File: src/rtl/core/slfl_pkg.sv
// Shared types and constants for the slot allocator with free list.
`default_nettype none

package slfl_pkg;

  // Default pool size handed to the top level parameter.
  localparam int unsigned POOL_SLOTS_DEF = 512;

  // Fixed field widths of the stream payloads.
  localparam int unsigned IDX_W    = 10;
  localparam int unsigned RSV_W    = 10;
  localparam int unsigned SLOT_W   = 9;
  localparam int unsigned STAT_W   = 2;
  localparam int unsigned S_DATA_W = 24;
  localparam int unsigned M_DATA_W = 16;

  typedef enum logic [STAT_W-1:0] {
    ST_OK        = 2'd0,
    ST_EXHAUSTED = 2'd1,
    ST_RANGE     = 2'd2,
    ST_FULL      = 2'd3
  } status_t;

  // Commands from the allocator control to the free-list queue.
  typedef struct packed {
    logic push;
    logic pop;
  } q_cmd_t;

  // Queue status seen by the allocator control.
  typedef struct packed {
    logic empty;
    logic full;
  } q_stat_t;

endpackage

`default_nettype wire

File: src/rtl/core/slfl_free_queue.sv
// First-in first-out free list: memory, head and tail pointers, fill count.
`default_nettype none

module slfl_free_queue
  import slfl_pkg::*;
#(
  parameter int unsigned POOL_SLOTS = POOL_SLOTS_DEF,
  parameter int unsigned AW         = $clog2(POOL_SLOTS),
  parameter int unsigned CW         = $clog2(POOL_SLOTS + 1)
) (
  input  wire logic          clk,
  input  wire logic          rst,
  input  wire q_cmd_t        cmd,
  input  wire logic [AW-1:0] wdata,
  output q_stat_t            stat,
  output logic      [AW-1:0] head_slot
);

  localparam logic [AW-1:0] LAST_POS = AW'(POOL_SLOTS - 1);

  logic [AW-1:0] mem [POOL_SLOTS];
  logic [AW-1:0] head;
  logic [AW-1:0] head_next;
  logic [AW-1:0] tail;
  logic [AW-1:0] tail_next;
  logic [CW-1:0] count;
  logic [CW-1:0] count_next;
  logic [AW-1:0] rd_q;
  logic          byp_hit;
  logic [AW-1:0] byp_data;

  always_comb begin
    head_next  = head;
    tail_next  = tail;
    count_next = count;
    if (cmd.pop) begin
      head_next  = (head == LAST_POS) ? '0 : head + AW'(1);
      count_next = count - CW'(1);
    end
    if (cmd.push) begin
      tail_next  = (tail == LAST_POS) ? '0 : tail + AW'(1);
      count_next = count + CW'(1);
    end
  end

  always_ff @(posedge clk) begin
    if (rst) begin
      head  <= '0;
      tail  <= '0;
      count <= '0;
    end else begin
      head  <= head_next;
      tail  <= tail_next;
      count <= count_next;
    end
  end

  // The oldest entry is read ahead at the next head position every cycle.
  // A push into that same position (queue empty) is forwarded.
  always_ff @(posedge clk) begin
    if (cmd.push) begin
      mem[tail] <= wdata;
    end
    rd_q     <= mem[head_next];
    byp_data <= wdata;
  end

  always_ff @(posedge clk) begin
    if (rst) begin
      byp_hit <= 1'b0;
    end else begin
      byp_hit <= cmd.push && (tail == head_next);
    end
  end

  assign head_slot  = byp_hit ? byp_data : rd_q;
  assign stat.empty = (count == '0);
  assign stat.full  = (count == CW'(POOL_SLOTS));

endmodule

`default_nettype wire

File: src/rtl/core/slot_allocator_fifo_free_list_top.sv
// Top level of the slot allocator: stream ports, bump counter, result register.
`default_nettype none

// Hands out slot numbers from a pool of POOL_SLOTS entries. Each input transfer
// carries a request kind on s_tuser (0 allocate, 1 free) and returns exactly one
// result transfer. An allocate takes the oldest slot from a first-in first-out
// free list; when the list is empty it takes the next never-used slot from a bump
// counter, and when that counter has also reached the pool size the result says
// the pool is exhausted. A free queues slot_index only when it is below the bump
// counter (else status "out of range") and the list is not full (else status
// "list full"). Every result also carries limit_ok, which is set when the bump
// counter plus reserve_offset, taken before the request acts, is below the pool
// size. The block takes one transfer per clock cycle while its results are taken.
// A request passes from the input register to the result register; a stalled
// result holds the input register and, through it, s_tready. The oldest
// free-list entry is read ahead from the free-list memory every cycle so that an
// allocate finds it in a register, which is what keeps the rate at one per cycle.
// The free-list memory needs no clearing after reset; an entry is only used after
// it has been written.
module slot_allocator_fifo_free_list_top
  import slfl_pkg::*;
#(
  parameter int unsigned POOL_SLOTS = POOL_SLOTS_DEF
) (
  input  wire logic                clk,
  input  wire logic                rst,
  input  wire logic                s_tvalid,
  output logic                     s_tready,
  input  wire logic [S_DATA_W-1:0] s_tdata,  // slot_index[9:0], reserve_offset[19:10], zeros
  input  wire logic                s_tuser,  // mode
  output logic                     m_tvalid,
  input  wire logic                m_tready,
  output logic      [M_DATA_W-1:0] m_tdata   // slot[8:0], status[10:9], limit_ok[11], zeros
);

  localparam int unsigned AW    = $clog2(POOL_SLOTS);
  localparam int unsigned CW    = $clog2(POOL_SLOTS + 1);
  localparam int unsigned SUM_W = ((CW > IDX_W) ? CW : IDX_W) + 1;

  // Input register.
  logic             s1_valid;
  logic             s1_mode;
  logic [IDX_W-1:0] s1_idx;
  logic [RSV_W-1:0] s1_reserve;

  // Bump counter: number of never-used slots handed out so far.
  logic [CW-1:0] bump_count;

  // Result register.
  logic              out_limit;
  status_t           out_status;
  logic [SLOT_W-1:0] out_slot;

  logic advance;
  logic accept;

  q_cmd_t        q_cmd;
  q_stat_t       q_stat;
  logic [AW-1:0] head_slot;
  logic [AW-1:0] q_wdata;

  logic                 want_push;
  logic                 want_pop;
  logic                 bump_inc;
  logic [AW-1:0]        res_slot;
  status_t              res_status;
  logic                 limit_ok;
  logic [SUM_W-1:0]     limit_sum;
  logic                 idx_oob;
  logic                 bump_full;
  logic [AW+IDX_W-1:0]  idx_wide;
  logic [AW+SLOT_W-1:0] slot_wide;

  // The input register moves on whenever the result register is empty or
  // its content is being taken in this cycle.
  assign advance  = s1_valid && (!m_tvalid || m_tready);
  assign s_tready = !rst && (!s1_valid || advance);
  assign accept   = s_tvalid && s_tready;

  always_ff @(posedge clk) begin
    if (rst) begin
      s1_valid <= 1'b0;
    end else if (accept) begin
      s1_valid <= 1'b1;
    end else if (advance) begin
      s1_valid <= 1'b0;
    end
  end

  always_ff @(posedge clk) begin
    if (accept) begin
      s1_mode    <= s_tuser;
      s1_idx     <= s_tdata[IDX_W-1:0];
      s1_reserve <= s_tdata[IDX_W+RSV_W-1:IDX_W];
    end
  end

  // Decision for the request held in the input register. The sum is formed
  // wide enough that it never wraps.
  assign limit_sum = SUM_W'(bump_count) + SUM_W'(s1_reserve);
  assign limit_ok  = (limit_sum < SUM_W'(POOL_SLOTS));
  assign idx_oob   = (SUM_W'(s1_idx) >= SUM_W'(bump_count));
  assign bump_full = (bump_count == CW'(POOL_SLOTS));

  always_comb begin
    want_push  = 1'b0;
    want_pop   = 1'b0;
    bump_inc   = 1'b0;
    res_slot   = '0;
    res_status = ST_OK;
    if (!s1_mode) begin
      if (!q_stat.empty) begin
        want_pop = 1'b1;
        res_slot = head_slot;
      end else if (!bump_full) begin
        bump_inc = 1'b1;
        res_slot = bump_count[AW-1:0];
      end else begin
        res_status = ST_EXHAUSTED;
      end
    end else begin
      if (idx_oob) begin
        res_status = ST_RANGE;
      end else if (q_stat.full) begin
        res_status = ST_FULL;
      end else begin
        want_push = 1'b1;
      end
    end
  end

  // A queued index is below the bump counter, so it always fits the pointer width.
  assign idx_wide   = (AW + IDX_W)'(s1_idx);
  assign q_wdata    = idx_wide[AW-1:0];
  assign q_cmd.push = advance && want_push;
  assign q_cmd.pop  = advance && want_pop;

  slfl_free_queue #(
    .POOL_SLOTS (POOL_SLOTS),
    .AW         (AW),
    .CW         (CW)
  ) u_queue (
    .clk       (clk),
    .rst       (rst),
    .cmd       (q_cmd),
    .wdata     (q_wdata),
    .stat      (q_stat),
    .head_slot (head_slot)
  );

  always_ff @(posedge clk) begin
    if (rst) begin
      bump_count <= '0;
    end else if (advance && bump_inc) begin
      bump_count <= bump_count + CW'(1);
    end
  end

  // The slot field is the low bits of the slot number for wide pools.
  assign slot_wide = (AW + SLOT_W)'(res_slot);

  always_ff @(posedge clk) begin
    if (rst) begin
      m_tvalid <= 1'b0;
    end else if (advance) begin
      m_tvalid <= 1'b1;
    end else if (m_tready) begin
      m_tvalid <= 1'b0;
    end
  end

  always_ff @(posedge clk) begin
    if (advance) begin
      out_slot   <= slot_wide[SLOT_W-1:0];
      out_status <= res_status;
      out_limit  <= limit_ok;
    end
  end

  assign m_tdata = {(M_DATA_W - SLOT_W - STAT_W - 1)'(0), out_limit, out_status, out_slot};

endmodule

`default_nettype wire

File: config.mk
export PLATFORM = sky130hd
export DESIGN_NAME = slot_allocator_fifo_free_list_top
export DESIGN_NICKNAME = d
export VERILOG_FILES = /design/src/rtl/core/slfl_pkg.sv /design/src/rtl/core/slfl_free_queue.sv /design/src/rtl/core/slot_allocator_fifo_free_list_top.sv
export SDC_FILE = /design/constraint.sdc
export NUM_CORES = 2
export LEC_CHECK = 0
export BUFFER_PORTS_ARGS = -buffer_cell sky130_fd_sc_hd__buf_2
export CAP_MARGIN = 20
export CORE_MARGIN = 10
export CORE_UTILIZATION = 30
export CTS_CLUSTER_SIZE = 12
export DETAILED_ROUTE_END_ITERATION = 6
export GPL_ROUTABILITY_DRIVEN = 0
export MAX_ROUTING_LAYER = met4
export SYNTH_ARGS = -nofsm -noshare
export SYNTH_HDL_FRONTEND = slang
export SYNTH_HIERARCHICAL = 1
export SYNTH_MEMORY_MAX_BITS = 65536
export SYNTH_SLANG_ARGS = --single-unit
export TNS_END_PERCENT = 30
File: constraint.sdc
create_clock -name clk -period 13.3 [get_ports clk]
set_input_delay 1.33 -clock clk [delete_from_list [all_inputs] [get_ports clk]]
set_output_delay 1.33 -clock clk [all_outputs]
set_load 0.05 [all_outputs]
==> results.json <==
{
  "status": "finished with violations",
  "violations": "DRC",
  "syn_area_per_cell_um2": 13.7,
  "min_from": "u_queue/count[8]$_SDFFE_PP0P_",
  "totalWireLength_um": 530000,
  "synth_area_um2": 190000,
  "grt_pass1_vias": 108000,
  "ys_ff_latch": 4700,
  "synthTopCellsByArea": "edfxtp_1 (74%), nand2_1 (7.0%), nand3_1 (3.7%)",
  "post-cts-setup-buffers": 0,
  "overflow": 0,
  "final.setup.tns_ns": 0,
  "cts.clk_slew.worst_paths_ns": 0.06,
  "critPathLaunch": "u_queue/head[0]$_SDFF_PP0_",
  "p_total_uw": 31400,
  "drive_gt1_share_pct": 7.76,
  "final.period_utilization_pct": 54.7,
  "yosysWarnings": 6,
  "drtIter0Drc": 14100,
  "postSynth.topFlopCell": "edfxtp_1",
  "rr_startpoint": "u_queue/head[0]$_SDFF_PP0_",
  "cts_num_sinks": 4700,
  "arrival_ns": 8.22,
  "required_ns": 14.24,
  "io_buffers": 38,
  "cp-start-kind": "flop",
  "timing.rr.end": "u_queue/rd_q[7]$_DFF_P_",
  "antenna_found_initial": 24,
  "core_area_um2": 629000,
  "holdPathEnd": "u_queue/count[8]$_SDFFE_PP0P_",
  "synthArstFlopShare_pct": 0,
  "numCtsBuffers": 478,
  "grt_max_degree": 182,
  "initial_core_util_pct": 30.1,
  "leakage_uw": 0.0706,
  "whs_path_depth": 2,
  "skew_ns": 0.0982,
  "cap_violations": 0,
  "die-area_um2": 664000,
  "cts_tree": "done",
  "final-hold-violation-count": 0,
  "wl_per_cell_um": 23.7,
  "period_minus_slack_ns": 7.27,
  "ir_worst_vdd_v": 0.000114,
  "pin_count": 47,
  "hold_class": "reg -> reg",
  "synth_common_cells": "edfxtp_1 (4641), nand2_1 (3534), nand3_1 (1383), nor2_1 (580), buf_2 (553)",
  "seq_area_frac_synth_pct": 74.1,
  "p_int_uw": 23900,
  "firstDrtPassIters": 7,
  "ys_types": 110,
  "ff2ff_path_depth": 16,
  "reg2reg_setup_slack_ns": 6.03,
  "worst_slew_pin_slew_ns": 1.20,
  "finalSetupViolations": 0,
  "vias_per_cell": 5.19,
  "p_sw_uw": 7460,
  "rsz0062_at_grt": "false",
  "fin_nets": 13700,
  "cts_root_buf": "clkbuf_16",
  "ctsHoldBuffers": 0,
  "grt_usage_pct": 15.5,
  "num_rows": 291,
  "num_vias": 116000,
  "drc": 4,
  "die_width_um": 815,
  "cp-end-kind": "flop",
  "max_freq_mhz": 138,
  "cts-resized-gates": 0,
  "drv_slew": 0,
  "critPathKind": "reg -> reg",
  "pwr-share-seq_pct": 51.8,
  "power_density_nw_per_um2": 148,
  "timing.slew.headroom_pct": 19.1,
  "power_frac_clock_pct": 39.6,
  "synth_most_common_cell": "edfxtp_1",
  "area_growth_pct": 11.9,
  "dp_hpwl_um": 295000,
  "cts_buffer_depth": 4,
  "switching_share_pct": 23.7,
  "clkLatencyLatePin_ns": 1.03,
  "ant_nets": 0,
  "pwr-share-comb_pct": 8.6,
  "cts-htree-levels": 5,
  "synthCells": 13800,
  "grt_pass1_wl_um": 766000,
  "worst-path-max-fanout": 97,
  "netlist.top_cell.by_area": "edfxtp_1",
  "die_h_um": 815,
  "synth_top_area_share_pct": 73.5,
  "synth_edf_count": 4641
}
[through the flow]
step           setup slack [ns]  instance area [um^2]  std cells  hold WS [ns]  utilization (%)
6_report                   6.03                212000      22300         0.481             33.7
5_1_grt                    5.83                212000      22300         0.465             33.7
4_1_cts                    6.15                212000      22300         0.424             33.7
3_5_place_dp               5.85                198000      21500         0.475             31.5
3_3_place_gp               5.85                198000      21500         0.461             31.4
2_1_floorplan              2.58                190000      13800         0.449                -
[metal layers]
layer | wire length (um) | vias to the layer above | track usage (%)
li1 | - | 51200 | -
met3 | 46600 | 809 | 2.60
met5 | 0 | - | -
met1 | 222000 | 58800 | 21.2
met4 | 16300 | 0 | 4.50
met2 | 245000 | 5083 | 23.9
[cells in the final DEF, fill, tap and decap left out, types with 12 or more instances in the layout]
cell type,n
mux4_2,72
ha_1,36
o21ai_0,97
buf_12,38
o21a_1,16
o211ai_1,38
a31oi_1,142
dfxtp_1,59
clkbuf_16,478
o21bai_1,14
mux2_2,53
xnor2_1,17
buf_2,39
a2111oi_0,24
o22ai_1,131
a211o_1,16
a21oi_1,245
inv_1,24
buf_4,204
nand3_1,1383
a22oi_1,12
nor3_1,50
clkinv_1,109
clkbuf_1,172
a311oi_1,384
and3_1,312
a211oi_1,26
mux2i_1,480
edfxtp_1,4641
a221oi_1,21
nor4_1,26
nand4_1,32
clkinv_2,41
a311o_1,17
o221ai_1,110
nand2_1,3515
nand2_4,18
nor2_1,579
[layout make-up]
type                    count  area, um^2
diodes                      8        20.0
clock buffers             658       12700
clock inverters           193        1510
fillers                 60300      417000
inverters                  26        97.6
multi-input cells        8105       44200
flip-flops and latches   4700      141000
well taps                8350       10400
repair buffers            293        2610
[power by group through the flow]
| stage | registers, uW | clock network [uW] | logic (uW) |
|---|---|---|---|
| CTS | 16300 | 12600 | 2680 |
| global placement | 16600 | 0 | 2650 |
| detailed placement | 16600 | 0 | 2670 |
| floorplan | 16700 | 0 | 1790 |
| finish | 16300 | 12400 | 2690 |
| global route | 16300 | 13200 | 2890 |
[cell families (layout without fill, tap and decap cells)]
logic type      after synthesis  after routing  share of synthesized area (%)
compound gates             1410           1410                           5.45
xor+xnor                     24             24                          0.111
fa+ha+maj                    37             37                          0.248
buf+inv                     989           1170                           2.69
flops                      4700           4700                           74.1
mux                         609            609                           3.73
other cells                   1             12                        0.00198
simple gates               6021           6021                           13.6
[sequential cells by signal, indices dropped and copies added, names as in the netlist]
name / flops
out_slot: 9
m_tvalid: 1
out_limit: 1
u_queue/tail: 9
u_queue/head: 9
u_queue/rd_q: 9
bump_count: 10
u_queue/byp_hit: 1
s1_reserve: 10
u_queue/mem: 4608
u_queue/byp_data: 9
s1_valid: 1
u_queue/count: 10
out_status: 2
s1_idx: 10
s1_mode: 1
[critical path, stage by stage, from the launching register on]
cell and delay (ns):
dfxtp_1 0.66, ha_1 0.41, nand2_1 0.19, nor3_1 0.28
ha_1 0.63, nor3b_4 0.15, nor2_8 0.46, buf_12 0.51
buf_4 0.56, buf_4 0.52, nand2_1 0.10, nand3_1 0.09
a311o_1 0.23, a21oi_1 0.19, nor4_1 0.96, nand4_1 0.71
or4b_1 0.35
[worst max path at each step]
stage / endpoint / slack, ns / cells past startpoint
2_1_floorplan: u_queue/count[9]$_SDFFE_PP0P_ / 2.58 / 16
3_3_place_gp: u_queue/rd_q[6]$_DFF_P_ / 5.85 / 15
3_5_place_dp: u_queue/rd_q[6]$_DFF_P_ / 5.85 / 15
4_1_cts: u_queue/rd_q[6]$_DFF_P_ / 6.15 / 14
5_1_grt: u_queue/rd_q[6]$_DFF_P_ / 5.83 / 14
6_report: u_queue/rd_q[7]$_DFF_P_ / 6.03 / 16
No activity file was read; power rests on OpenSTA's default activity.
